[config.mk]
export PLATFORM = sky130hd
export DESIGN_NAME = pdmv_front
export DESIGN_NICKNAME = d
export VERILOG_FILES = /design/src/hdl/pdmv_pkg.sv /design/src/hdl/pdmv_front.sv
export SDC_FILE = /design/constraint.sdc
export NUM_CORES = 1
export LEC_CHECK = 0
export ABC_CLOCK_PERIOD_IN_PS = 1500
export BUFFER_PORTS_ARGS = -buffer_cell sky130_fd_sc_hd__buf_2
export CAP_MARGIN = 0
export CORE_AREA = 4 4 115 117
export CTS_BUF_LIST = sky130_fd_sc_hd__clkbuf_8 sky130_fd_sc_hd__clkbuf_16
export DETAILED_ROUTE_END_ITERATION = 10
export DIE_AREA = 0 0 119 121
export PLACE_DENSITY = 0.56
export SLEW_MARGIN = 40
export SYNTH_ARGS = -nofsm -noshare
export SYNTH_HDL_FRONTEND = slang
export SYNTH_SLANG_ARGS = --single-unit
[constraint.sdc]
create_clock -name i_clk -period 1.5 [get_ports i_clk]
set_input_delay 0.15 -clock i_clk [delete_from_list [all_inputs] [get_ports i_clk]]
set_output_delay 0.15 -clock i_clk [all_outputs]
set_load 0.005 [all_outputs]
[src/hdl/pdmv_pkg.sv]
// shared types and constants for the per-dimension mean and variance accumulator
package pdmv_pkg;

    localparam int SUM_W    = 40;
    localparam int SQ_W     = 56;
    localparam int OSQ_W    = 55;
    localparam int OCNT_W   = 24;
    localparam int DIM_W    = 6;
    localparam int SMP_W    = 16;
    localparam int VAR_W    = 30;
    localparam int SD_W     = 15;
    localparam int FCNT_W   = 24;
    localparam int CFG_W    = 7;

    localparam logic [1:0] REQ_ADD   = 2'd0;
    localparam logic [1:0] REQ_REM   = 2'd1;
    localparam logic [1:0] REQ_MERGE = 2'd2;
    localparam logic [1:0] REQ_READ  = 2'd3;

    localparam logic [1:0] ST_OK    = 2'd0;
    localparam logic [1:0] ST_EMPTY = 2'd1;
    localparam logic [1:0] ST_RANGE = 2'd2;
    localparam logic [1:0] ST_UNDER = 2'd3;

    localparam logic [SQ_W-1:0] VAR_MAX = SQ_W'(30'h3FFF_FFFF);

    typedef struct packed {
        logic [1:0]              req_type;
        logic [DIM_W-1:0]        dim;
        logic signed [SMP_W-1:0] sample;
        logic [SUM_W-1:0]        other_sum;
        logic [OSQ_W-1:0]        other_sumsq;
        logic [OCNT_W-1:0]       other_count;
        logic                    last_of_frame;
        logic                    bad_dim;
    } t_entry;

    typedef struct packed {
        logic full;
        logic empty;
    } t_q_status;

endpackage

[src/hdl/pdmv_front.sv]
// input side: accepts beats, holds the dimension limit and checks the range
module pdmv_front
    import pdmv_pkg::*;
#(
    parameter int MAX_DIMS = 64
) (
    input  logic                    i_clk,
    input  logic                    i_rst_n,
    input  logic                    i_cfg_we,
    input  logic [CFG_W-1:0]        i_cfg_data,
    input  logic                    i_valid,
    output logic                    o_stall,
    input  logic [1:0]              i_req_type,
    input  logic [DIM_W-1:0]        i_dim,
    input  logic signed [SMP_W-1:0] i_sample,
    input  logic [SUM_W-1:0]        i_other_sum,
    input  logic [OSQ_W-1:0]        i_other_sumsq,
    input  logic [OCNT_W-1:0]       i_other_count,
    input  logic                    i_last_of_frame,
    input  t_q_status               i_q,
    output logic                    o_push,
    output t_entry                  o_entry
);

    logic [CFG_W-1:0] r_dims;

    always_ff @(posedge i_clk) begin
        if (!i_rst_n) begin
            r_dims <= CFG_W'(39);
        end else if (i_cfg_we) begin
            r_dims <= i_cfg_data;
        end
    end

    assign o_stall = i_q.full;
    assign o_push  = i_valid && !i_q.full;

    always_comb begin
        o_entry.req_type      = i_req_type;
        o_entry.dim           = i_dim;
        o_entry.sample        = i_sample;
        o_entry.other_sum     = i_other_sum;
        o_entry.other_sumsq   = i_other_sumsq;
        o_entry.other_count   = i_other_count;
        o_entry.last_of_frame = i_last_of_frame;
        o_entry.bad_dim       = ({1'b0, i_dim} >= r_dims) ||
                                (32'(i_dim) >= 32'(MAX_DIMS));
    end

endmodule

==> qor.csv <==
metric,value,unit
grt_use_total,3.73,%
syn-instance-count,187,
grt_start_max_net_pins,11,
slowest_stage,dfxtp_2,
dp_slack,0.0972,ns
core_area,12400,sq um
fill_cells,1456,
clkLatencyLatePin,0.23,ns
crit_chain,"inv_1, ha_4, a21o_1, a21oi_1, o22ai_1, buf_2",
synthTopCellsByArea,"buf_4, dfxtp_1, ha_1, mux2i_1, nor2b_1",
die_x,119,um
worst-path-buf-inv,2,
p_leak,0.353,nW
post-route-min-period,1.48,ns
place_area,733,sq um
crit_end,o_entry[0],
start_kind,flip-flop,
postLayoutCellArea,847,sq um
cts_buffer_depth,2,
cts_num_sinks,7,
nNetsFinal,236,
finalSetupViolations,0,
finalMaxSlewViolations,0,
reg.largest.list,r_dims: 7 flops,
syn-cell-area,1490,sq um
maxCapViolCount,0,
root_buffer,clkbuf_16,
syn_area_per_cell,7.96,sq um
cp.depth,6,
top_register,r_dims,
crit_start,r_dims[4]$_SDFFE_PN0P_,
fp.dieArea,14400,sq um
routedWlPerCell,12.6,um
start_util,12.0,%
finClkSkew,0,ns
switching_share,20.0,%
cts_tree,built,
reg2reg_from,r_dims[2]$_SDFFE_PN1P_,
synth_commonest_cells,"buf_4, dfxtp_1, ha_1, inv_1",
cts_buffers,3,
first_pass_iters,2,
n_antenna_cell,0,
path_clk_slew,0.03,ns
cts.htree.levels,1,
total_power,0.761,mW
drc_errors,0,
power_density,898,nW/um^2
ys_warn_count,0,
slowest_delay,0.32,ns
p_comb_share,15.7,%
wirelength,3.08,mm
io_pins,304,
rows,41,
hpwl,2.71,mm
antenna_found_initial,0,
p_switching,0.152,mW
worst_slew_margin_rel,86.7,%
dpl.cell_count,239,
ys_seq_area_share,9.42,%
grt_pass1_wl,3.89,mm
syn_to_final_growth,-43.1,%
reg2regPathDepth,3,
setup_slack,0.0159,ns
drt_iter0_drc,3,
first_global_vias,600,
period_share,98.9,%
max_freq,674,MHz
hold_viol_final,0,
endpoint_kind,output port,
worst_pin_slew,0.200,ns
yosys.area.top_type_share,73.2,%
grt_overflow,0,
rsz0062_at_grt,true,
portBuffers,26,
die_h,121,um
largest_reg_flops,7,
path_class,flip-flop to output port,
yosysTopAreaCell,buf_4,
ir_drop,0.500,mV
seqPwrFrac,27.0,%
hold_slack,0.142,ns
reg2reg_to,r_dims[2]$_SDFFE_PN1P_,
clockPowerShare,57.3,%
yosysUniqueCellTypes,15,
path_max_fanout,2,
drtAntennaViolNets,0,
intPower,0.609,mW
viasPerCell,2.33,
async_flop_share,0,%
fin_util,6.85,%
hold_class,input port to flip-flop,
hold_path_depth,2,
final_cells,244,
r2r_slack,0.81,ns
status,"finished, final reports clean",
drive_gt1_share,48.6,%
ys_seq_elements,7,
synth_ff_type,dfxtp_1,
synth_edf_count,0,
fin_tns_setup,0,ns
synth.most_common_cell,buf_4,
required,1.35,ns
globalplace.congestion,0.691,
synth_nets,350,
worstHoldStart,i_rst_n,
num_vias,568,
critical-path-top-delay-family,flip-flops,
cp.arrival,1.33,ns
cts-hold-fix-buffers,0,
-- repair_timing --
action,in CTS,in global routing
endpoints found under the setup margin,1,1
resized for setup,5,0
pin swaps,3,0
buffers inserted,1,0
-- logic make-up (layout without fill, tap and decap cells) --
| kind of cell | Yosys count | count (layout) | share of synthesized area [%] |
|---|---|---|---|
| flops | 7 | 7 | 9.42 |
| fa+ha+maj | 6 | 6 | 5.05 |
| compound gates | 8 | 8 | 3.70 |
| buf+inv | 152 | 37 | 75.4 |
| mux | 4 | 4 | 2.69 |
| simple gates | 10 | 10 | 3.70 |
-- power groups by stage --
stage / clock (mW) / combinational, mW / sequential, mW
finish: 0.436 / 0.120 / 0.205
global route: 0.463 / 0.138 / 0.207
CTS: 0.444 / 0.126 / 0.206
detailed placement: 0 / 0.116 / 0.207
global placement: 0 / 0.111 / 0.207
floorplan: 0 / 0.369 / 0.205
-- worst min-delay path by stage --
stage | end
global route | r_dims[5]$_SDFFE_PN1P_
floorplan | r_dims[0]$_SDFFE_PN1P_
finish | r_dims[0]$_SDFFE_PN1P_
CTS | r_dims[0]$_SDFFE_PN1P_
global placement | o_entry[119]
detailed placement | o_entry[119]
-- per-layer routing --
layer  track usage [%]  vias to the layer above  routed length (um)
met5                 0                        -                   0
met2              5.48                       81                1320
met4              6.52                        0                 514
li1                  -                      206                   -
met3              2.75                       60                 593
met1              2.13                      221                 648
-- layout by cell type, fill, tap and decap left out --
| cell type | synthesis | final |
|---|---|---|
| ha_1 | 6 | 4 |
| buf_4 | 145 | 1 |
| nand2b_1 | 1 | 1 |
| mux2i_1 | 4 | 4 |
| a21oi_1 | 1 | 1 |
| o22ai_1 | 1 | 1 |
| a21o_1 | 2 | 2 |
| o211ai_1 | 3 | 3 |
| a31oi_1 | 1 | 1 |
| dfxtp_1 | 7 | 5 |
| inv_1 | 6 | 6 |
| inv_2 | 0 | 1 |
| clkbuf_16 | 0 | 3 |
| buf_2 | 0 | 26 |
| nand2_1 | 4 | 4 |
| dfxtp_2 | 0 | 2 |
| nand4b_1 | 1 | 1 |
| nor2b_1 | 4 | 4 |
| ha_4 | 0 | 2 |
-- cell type report --
class	instances	area (sq um)	share of cell area, %
inverter	6	22.5	2.66
tap	172	215	25.4
clock buffer	3	75.1	8.86
sequential	7	143	16.8
clock inverter	1	3.75	0.443
multi-input combinational	28	250	29.5
timing repair buffer	27	138	16.2
(Power assumes the default switching activity.)
