<file path="config.mk">
export PLATFORM = sky130hd
export DESIGN_NAME = pdmv_fifo
export DESIGN_NICKNAME = d
export VERILOG_FILES = /design/src/hdl/pdmv_pkg.sv /design/src/hdl/pdmv_fifo.sv
export SDC_FILE = /design/constraint.sdc
export NUM_CORES = 1
export LEC_CHECK = 0
export BUFFER_PORTS_ARGS = -buffer_cell sky130_fd_sc_hd__buf_4
export CAP_MARGIN = 20
export CORE_AREA = 2 2 159 161
export CTS_CLUSTER_SIZE = 16
export DETAILED_ROUTE_END_ITERATION = 12
export DIE_AREA = 0 0 161 163
export PLACE_DENSITY = 0.75
export SLEW_MARGIN = 20
export SYNTH_ARGS = -nofsm -noshare
export SYNTH_HDL_FRONTEND = slang
export SYNTH_SLANG_ARGS = --single-unit
</file>
<file path="constraint.sdc">
create_clock -name i_clk -period 12.3 [get_ports i_clk]
set_input_delay 2.46 -clock i_clk [delete_from_list [all_inputs] [get_ports i_clk]]
set_output_delay 2.46 -clock i_clk [all_outputs]
set_load 0.03 [all_outputs]
</file>
<file path="src/hdl/pdmv_pkg.sv">
// shared types and constants for the per-dimension mean and variance accumulator
package pdmv_pkg;

    localparam int SUM_W    = 40;
    localparam int SQ_W     = 56;
    localparam int OSQ_W    = 55;
    localparam int OCNT_W   = 24;
    localparam int DIM_W    = 6;
    localparam int SMP_W    = 16;
    localparam int VAR_W    = 30;
    localparam int SD_W     = 15;
    localparam int FCNT_W   = 24;
    localparam int CFG_W    = 7;

    localparam logic [1:0] REQ_ADD   = 2'd0;
    localparam logic [1:0] REQ_REM   = 2'd1;
    localparam logic [1:0] REQ_MERGE = 2'd2;
    localparam logic [1:0] REQ_READ  = 2'd3;

    localparam logic [1:0] ST_OK    = 2'd0;
    localparam logic [1:0] ST_EMPTY = 2'd1;
    localparam logic [1:0] ST_RANGE = 2'd2;
    localparam logic [1:0] ST_UNDER = 2'd3;

    localparam logic [SQ_W-1:0] VAR_MAX = SQ_W'(30'h3FFF_FFFF);

    typedef struct packed {
        logic [1:0]              req_type;
        logic [DIM_W-1:0]        dim;
        logic signed [SMP_W-1:0] sample;
        logic [SUM_W-1:0]        other_sum;
        logic [OSQ_W-1:0]        other_sumsq;
        logic [OCNT_W-1:0]       other_count;
        logic                    last_of_frame;
        logic                    bad_dim;
    } t_entry;

    typedef struct packed {
        logic full;
        logic empty;
    } t_q_status;

endpackage

</file>
<file path="src/hdl/pdmv_fifo.sv">
// two-entry queue between the input side and the execution side
module pdmv_fifo
    import pdmv_pkg::*;
(
    input  logic      i_clk,
    input  logic      i_rst_n,
    input  logic      i_push,
    input  t_entry    i_entry,
    input  logic      i_pop,
    output t_entry    o_head,
    output t_q_status o_q
);

    t_entry     r_mem [2];
    logic       r_wp;
    logic       r_rp;
    logic [1:0] r_cnt;

    always_ff @(posedge i_clk) begin
        if (!i_rst_n) begin
            r_wp  <= 1'b0;
            r_rp  <= 1'b0;
            r_cnt <= 2'd0;
        end else begin
            if (i_push) begin
                r_wp <= ~r_wp;
            end
            if (i_pop) begin
                r_rp <= ~r_rp;
            end
            r_cnt <= r_cnt + 2'(i_push) - 2'(i_pop);
        end
    end

    always_ff @(posedge i_clk) begin
        if (i_push) begin
            r_mem[r_wp] <= i_entry;
        end
    end

    assign o_head  = r_mem[r_rp];
    assign o_q.full  = (r_cnt == 2'd2);
    assign o_q.empty = (r_cnt == 2'd0);

endmodule

</file>
==> results of run 1 <==
state kept, by name, indices dropped and copies added, names as in the netlist, named ones only:
name,flops
r_mem,290
r_cnt,2
r_rp,1
r_wp,1
cell usage after synthesis:
master,instances
nor2_1,1
inv_1,2
xor2_1,1
o21a_1,1
ha_1,2
buf_2,9
xnor3_1,1
edfxtp_1,290
buf_6,7
dfxtp_1,5
and2_1,4
mux2_2,95
nor2b_1,4
mux2_4,50
metal layers:
layer,share of wire [%],routed length (µm),up-vias
met5,0,0,-
met4,2.7,552,0
met3,10,2070,39
met2,51,10400,222
met1,37,7600,2661
li1,-,-,2503
stage by stage:
stage	setup WS [ns]	hold WS, ns
after floorplan	2.87	0.555
after global placement	7.46	0.559
after detailed placement	7.44	0.599
after CTS	7.12	0.606
after global routing	7.04	0.645
final	7.17	0.602
power groups by stage:
stage	sequential, µW	clock (µW)	combinational, µW
detailed placement	1200	0	360
finish	1180	849	356
floorplan	1200	0	225
global placement	1200	0	357
global route	1180	916	374
CTS	1180	873	361
logic make-up after synthesis:
| family | count (synthesis) |
|---|---|
| DFF | 295 |
| muxes | 145 |
| buffers and inverters | 18 |
| and+or+nand+nor | 9 |
| xor gates and xnor gates | 2 |
| adders and majority gates | 2 |
| AOI/OAI and AO/OA | 1 |
worst min-delay path by stage:
stage | startpoint | endpoint | slack (ns) | cells past startpoint
2_1_floorplan | r_rp$_SDFFE_PN0P_ | register | 0.55 | 2
3_3_place_gp | r_rp$_SDFFE_PN0P_ | register | 0.56 | 2
3_5_place_dp | r_rp$_SDFFE_PN0P_ | register | 0.60 | 2
4_1_cts | r_rp$_SDFFE_PN0P_ | register | 0.61 | 2
5_1_grt | r_rp$_SDFFE_PN0P_ | register | 0.65 | 2
6_report | r_rp$_SDFFE_PN0P_ | register | 0.60 | 2
cell type report:
type | instances | area share, %
clock buffers | 40 | 5.48
clock inverters | 12 | 0.933
inverters | 2 | 0.0523
multi-input cells | 159 | 13.6
flip-flops and latches | 295 | 61.4
well taps | 330 | 2.88
repair buffers | 300 | 15.7
cells in the final DEF, fill, tap and decap left out, drive strengths merged:
cell    netlist  routed
clkinv        0       8
xnor3         1       1
xor2          1       1
ha            2       2
o21a          1       1
inv           2       3
clkbuf        0      40
edfxtp      290     290
nor2          1       1
bufinv        0       3
and2          4       4
mux2        145     145
nor2b         4       4
buf          16     300
dfxtp         5       5
worst min-delay path: cells and delay by family (launching register included):
kind	cells	cell delay, ns
simple gates	1	0.15
flops	1	0.34
xor+xnor	1	0.08
==> metrics.yaml, run 1 <==
critPathBufInv: 2
critPathRequiredTime_ns: 9.84
viasPerCell: 4.77
die_area_um2: 26200
yosysSeqAreaShare_pct: 81.0
slowest_stage: "buf_4"
p_leak_uw: 0.00546
grt_pass1_vias: 5660
critPathMostFrequentCell: "buf_4"
syn_area_um2: 10900
grt_remaining_overflow: 0
path_cells: "buf_4, mux2_2, buf_4"
clk_pin_slew_ns: 0.06
p_switching_uw: 556
maxCapViolCount: 0
portBuffers: 295
p_int_uw: 1830
layoutNonFillerInstCount: 1138
n_fill_cell: 1861
grt_use_total_pct: 14.9
grtUsageMet3_pct: 5.70
ff2ff_path_depth: 3
fin_area_um2: 14400
synth_compound_area_share_pct: 0.0690
endpoint: "o_head[3]"
swShare_pct: 23.3
ff_latch_area_um2: 8810
die_h_um: 163
syn_avg_cell_area_um2: 23.0
arrival_ns: 2.67
fin_crit_sh_pct: 41.7
clock_path_buffers: 3
synth_xor_area_share_pct: 0.288
clk-insertion-delay-late_ns: 0.53
placedCellCount: 1086
grt-busiest-layer: "met2"
final.setup.tns_ns: 0
fp.dieW_um: 161
root_buffer: "clkbuf_16"
endpoint_kind: "output port"
rsz0062_at_grt: "no"
synth_mux_area_share_pct: 16.7
crit_fanout: 59
power_frac_comb_pct: 14.9
synth_area_leaders: "edfxtp_1 (80%), mux2_2 (9.8%), mux2_4 (6.9%)"
final_nets: 938
hp-class: "reg2reg"
top_level_ports: 296
synth_top_family_by_area: "multiplexers"
synth_area_leader_cell: "edfxtp_1"
postCtsHoldBufs: 0
rows: 58
wl_per_cell_um: 18.2
grt_max_degree: 82
relSlewSlack_pct: 27.1
r2r-start: "r_wp$_SDFFE_PN0P_"
skew_ns: 0.0122
r2r-end: "r_mem[0][103]$_DFFE_PP_"
status: "complete, no violations"
multiInputGateArea_um2: 1950
crit_type: "reg2out"
totalWireLength_um: 20700
hpwlAfterDp_um: 13600
drc: 0
drt_iter0_drc: 282
path_delay_family: "buffers and inverters"
area_growth_pct: 32.0
antenna_cells: 0
met1_usage_pct: 17.0
drive_gt1_share_pct: 60.3
dr.pass1.iters: 4
cts_max_level: 1
syn_inst: 472
pwr_density_cell_nw_per_um2: 166
use_met2_pct: 25.8
drv_slew: 0
ir_drop_v: 0.000104
ys_types: 14
period_minus_slack_ns: 5.13
clock_sinks: 295
syn_nets: 623
drtAntennaViolNets: 0
gp_congestion: 0.717
p_clk_share_pct: 35.6
cts_inserted_buffers: 29
max_freq_mhz: 195
postCtsResizedCells: 0
setup_viol: 0
start_kind: "register"
coreArea_um2: 24700
seq_power_share_pct: 49.5
cts_tree: "done"
tightest_slew_ns: 1.09
cp.depth: 3
synth.top_cell.area_share_pct: 80.1
initial_core_util_pct: 44.1
placedInstanceArea_um2: 13400
power_uw: 2380
ys_seq_elements: 295
fin_util_pct: 58.2
antenna_found_initial: 0
synthAdderAreaFrac_pct: 0.230
max_stage_delay_ns: 0.82
dr_total_vias: 5425
grt_pass1_wl_um: 30500
yosys.area_share.simple_pct: 0.495
regToRegSetupSlack_ns: 9.69
hold_viol: 0
cts_setup_buffers: 0
yosys_warnings: 0
Note: power is estimated with default switching activity, not from simulation.
==> inputs of run 2 (changes only) <==
--- a/config.mk
+++ b/config.mk
@@ -11,7 +11,7 @@
 export CTS_CLUSTER_SIZE = 16
 export DETAILED_ROUTE_END_ITERATION = 12
 export DIE_AREA = 0 0 161 163
-export PLACE_DENSITY = 0.75
+export PLACE_DENSITY = 0.78
 export SLEW_MARGIN = 20
 export SYNTH_ARGS = -nofsm -noshare
 export SYNTH_HDL_FRONTEND = slang
==> constraint.sdc (replaced) <==
create_clock -name i_clk -period 4.2 [get_ports i_clk]
set_input_delay 0.84 -clock i_clk [delete_from_list [all_inputs] [get_ports i_clk]]
set_output_delay 0.84 -clock i_clk [all_outputs]
set_load 0.03 [all_outputs]
==> metrics.yaml, run 2 (synthesized netlist as in run 1, its figures left out) <==
ff2ff_path_depth: 2
grt_pass1_wl_um: 31700
postCtsResizedCells: 0
clock_sinks: 295
grt_max_degree: 147
max_freq_mhz: 310
final_nets: 945
gp_congestion: 0.814
top_level_ports: 296
initial_core_util_pct: 44.1
clk_pin_slew_ns: 0.06
dr.pass1.iters: 5
min_from: "i_entry[53]"
drtAntennaViolNets: 0
antenna_cells: 0
grt_use_total_pct: 15.6
die_h_um: 163
cts_inserted_buffers: 30
clock_path_buffers: 3
hold_viol: 0
clk-insertion-delay-late_ns: 0.54
start_kind: "register"
drive_gt1_share_pct: 60.2
drv_slew: 0
layout_common_cells: "buf_4 (302), edfxtp_1 (290), mux2_2 (95), mux2_4 (50), clkbuf_16 (31)"
fin_crit_sh_pct: 76.8
r2r-start: "r_wp$_SDFFE_PN0P_"
antenna_found_initial: 0
setup_viol: 0
pwr_density_cell_nw_per_um2: 485
period_minus_slack_ns: 3.23
layoutNonFillerInstCount: 1147
crit_type: "reg2out"
area_growth_pct: 32.9
p_leak_uw: 0.00551
cts_setup_buffers: 0
relSlewSlack_pct: 30.3
r2r-end: "r_mem[1][124]$_DFFE_PP_"
arrival_ns: 2.39
skew_ns: 0.0107
totalWireLength_um: 21700
coreArea_um2: 24700
hp-class: "in2reg"
regToRegSetupSlack_ns: 2.48
placedCellCount: 1092
drt_iter0_drc: 339
root_buffer: "clkbuf_16"
min_to: "r_mem[0][53]$_DFFE_PP_"
largest-register: "r_mem"
status: "complete, no violations"
rsz0062_at_grt: "no"
portBuffers: 295
cts_tree: "done"
viasPerCell: 4.81
whs_path_depth: 1
cts_max_level: 1
final.setup.tns_ns: 0
wl_per_cell_um: 18.9
post-place-ws_ns: 1.53
grt_remaining_overflow: 0
dr_total_vias: 5512
die_area_um2: 26200
reg_top3: "r_mem x290, r_cnt x2"
tightest_slew_ns: 1.04
rows: 58
critPathRequiredTime_ns: 3.36
postCtsHoldBufs: 0
maxCapViolCount: 0
largest_register_ffs: 290
layout_commonest_cell: "buf_4"
fp.dieW_um: 161
crit_fanout: 51
fin_util_pct: 58.6
fin_area_um2: 14500
ir_drop_v: 0.000443
endpoint_kind: "output port"
drc: 0
placedInstanceArea_um2: 13500
setup_ws_ns: 0.972
hpwlAfterDp_um: 14400
grt_pass1_vias: 5892
==> run 2: cell types whose count changed in the layout (fill, tap and decap cells not counted), sizes merged <==
cell / previous run / this run
buf: 300 / 306
clkinv: 8 / 13
bufinv: 3 / 2
clkbuf: 40 / 39
==> run 2: critical path: stages, from the launching register on <==
cell and delay, ns:
dfxtp_4 0.91, buf_4 0.37, mux2_2 0.37, buf_4 0.17
==> run 2: worst max-delay path by stage <==
stage                     startpoint                     to
final                       register             o_head[55]
after global routing        register             o_head[55]
after CTS                   register             o_head[55]
after detailed placement    register             o_head[24]
after global placement      register             o_head[55]
after floorplan               i_push  r_mem[0][0]$_DFFE_PP_
==> run 2: where the power goes <==
group	switching [µW]	internal, µW	leakage [µW]
registers	63.4	3410	0.00276
logic	571	475	0.00229
clock network	1030	1460	0.000456
==> run 2: layout make-up <==
cell class	instances	area [µm²]
clock buffer	39	806
multi-input combinational	159	1950
inverter	2	7.51
clock inverter	16	125
sequential	295	8810
fill	1840	10200
timing repair buffer	306	2350
tap	330	413
==> run 2: metrics by stage <==
stage                     hold slack, ns  power, µW
after floorplan                    0.555       4160
after global placement             0.555       4560
after detailed placement           0.566       4590
after CTS                          0.453       7090
after global routing               0.451       7250
final                              0.480       7010
==> run 2: layer usage <==
metal	GRT usage (%)	wire length [µm]	up-vias
li1	-	-	2519
met1	17.9	8100	2696
met2	27.1	10900	238
met3	4.69	1690	59
met4	7.02	983	0
met5	0	0	-
==> inputs of run 3 (changes only) <==
==> constraint.sdc (replaced) <==
create_clock -name i_clk -period 2.7 [get_ports i_clk]
set_input_delay 0.54 -clock i_clk [delete_from_list [all_inputs] [get_ports i_clk]]
set_output_delay 0.54 -clock i_clk [all_outputs]
set_load 0.03 [all_outputs]
==> metrics.yaml, run 3 (synthesized netlist as in run 1, its figures left out) <==
viasPerCell: 4.88
clock_sinks: 295
final_nets: 945
critPathMostFrequentCell: "buf_4"
cts_max_level: 1
antenna_found_initial: 0
antenna_cells: 0
ir_drop_v: 0.000440
portBuffers: 295
hold_viol: 0
critPathBufInv: 2
status: "complete, no violations"
path_cells: "buf_4, mux2_2, buf_4"
arrival_ns: 1.96
post-place-ws_ns: 0.730
drt_iter0_drc: 364
cts_tree: "done"
r2r-start: "r_wp$_SDFFE_PN0P_"
crit_fanout: 17
coreArea_um2: 24700
slowest_stage: "dfxtp_4"
layout_commonest_cell: "buf_4"
grt_max_degree: 76
die_area_um2: 26200
grt_pass1_wl_um: 31500
layout_common_cells: "buf_4 (301), edfxtp_1 (290), mux2_2 (95), mux2_4 (50), clkbuf_16 (29)"
root_buffer: "clkbuf_16"
drtAntennaViolNets: 0
reg_top3: "r_mem x290, r_cnt x2"
crit_type: "reg2out"
whs_path_depth: 1
grt_remaining_overflow: 0
relSlewSlack_pct: 67.9
die_h_um: 163
regToRegSetupSlack_ns: 1.18
critPathRequiredTime_ns: 2.16
min_from: "i_entry[117]"
rows: 58
pwr_density_cell_nw_per_um2: 750
dr_total_vias: 5583
drc: 0
setup_ws_ns: 0.197
max_freq_mhz: 399
r2r-end: "r_mem[1][13]$_DFFE_PP_"
rsz0062_at_grt: "no"
dr.pass1.iters: 4
gp_congestion: 0.731
cts_setup_buffers: 0
endpoint_kind: "output port"
cts_inserted_buffers: 29
area_growth_pct: 33.0
skew_ns: 0.0164
postCtsHoldBufs: 0
top_level_ports: 296
clk-insertion-delay-late_ns: 0.53
fp.dieW_um: 161
totalWireLength_um: 21200
tightest_slew_ns: 0.482
hpwlAfterDp_um: 14200
wl_per_cell_um: 18.5
drv_slew: 0
fin_crit_sh_pct: 92.7
p_leak_uw: 0.00550
grt_use_total_pct: 15.4
initial_core_util_pct: 44.1
clk_pin_slew_ns: 0.06
drive_gt1_share_pct: 60.9
maxCapViolCount: 0
start_kind: "register"
clock_path_buffers: 3
largest_register_ffs: 290
min_to: "r_mem[1][117]$_DFFE_PP_"
period_minus_slack_ns: 2.50
path_delay_family: "buffers and inverters"
ff2ff_path_depth: 2
power_uw: 10800
final.setup.tns_ns: 0
cp.depth: 3
grt_pass1_vias: 5966
postCtsResizedCells: 0
hp-class: "in2reg"
setup_viol: 0
max_stage_delay_ns: 0.49
largest-register: "r_mem"
## run 3: worst max path at each step
stage	start	end	slack, ns
6_report	register	o_head[35]	0.20
5_1_grt	register	o_head[36]	0.10
4_1_cts	register	o_head[35]	0.15
3_5_place_dp	register	o_head[35]	0.73
3_3_place_gp	register	o_head[36]	0.77
2_1_floorplan	i_push	r_mem[0][0]$_DFFE_PP_	-0.46
## run 3: area by class of cell
| cell class | count | area [µm²] |
|---|---|---|
| clock buffer | 36 | 752 |
| sequential | 295 | 8810 |
| inverter | 2 | 7.51 |
| fill | 1862 | 10200 |
| clock inverter | 14 | 150 |
| timing repair buffer | 307 | 2380 |
| multi-input combinational | 159 | 1950 |
| tap | 330 | 413 |
## run 3: per-stage QoR
step	area [µm²]	hold WS [ns]	cells	utilization [%]
2_1_floorplan	10900	0.555	472	-
3_3_place_gp	13600	0.564	1093	55.0
3_5_place_dp	13600	0.577	1093	55.0
4_1_cts	14500	0.163	1143	58.6
5_1_grt	14500	0.164	1143	58.6
6_report	14500	0.188	1143	58.6
## run 3: metal layers
layer / wire (µm) / track usage, %
met1: 8000 / 18.4
met2: 10600 / 26.3
met3: 1790 / 4.51
met4: 801 / 6.37
met5: 0 / 0
## run 3: worst reg2reg max path, stage by stage, from the launching register on
cell     delay [ns]
dfxtp_1        0.39
and2_4         0.42
buf_12         0.33
## run 3: where the power goes
group / total (µW) / leakage [µW] / switching [µW] / internal [µW]
clock: 3820 / 0.000437 / 1570 / 2250
sequential: 5370 / 0.00276 / 68.2 / 5300
combinational: 1660 / 0.00230 / 919 / 743
total: 10800 / 0.00550 / 2560 / 8290
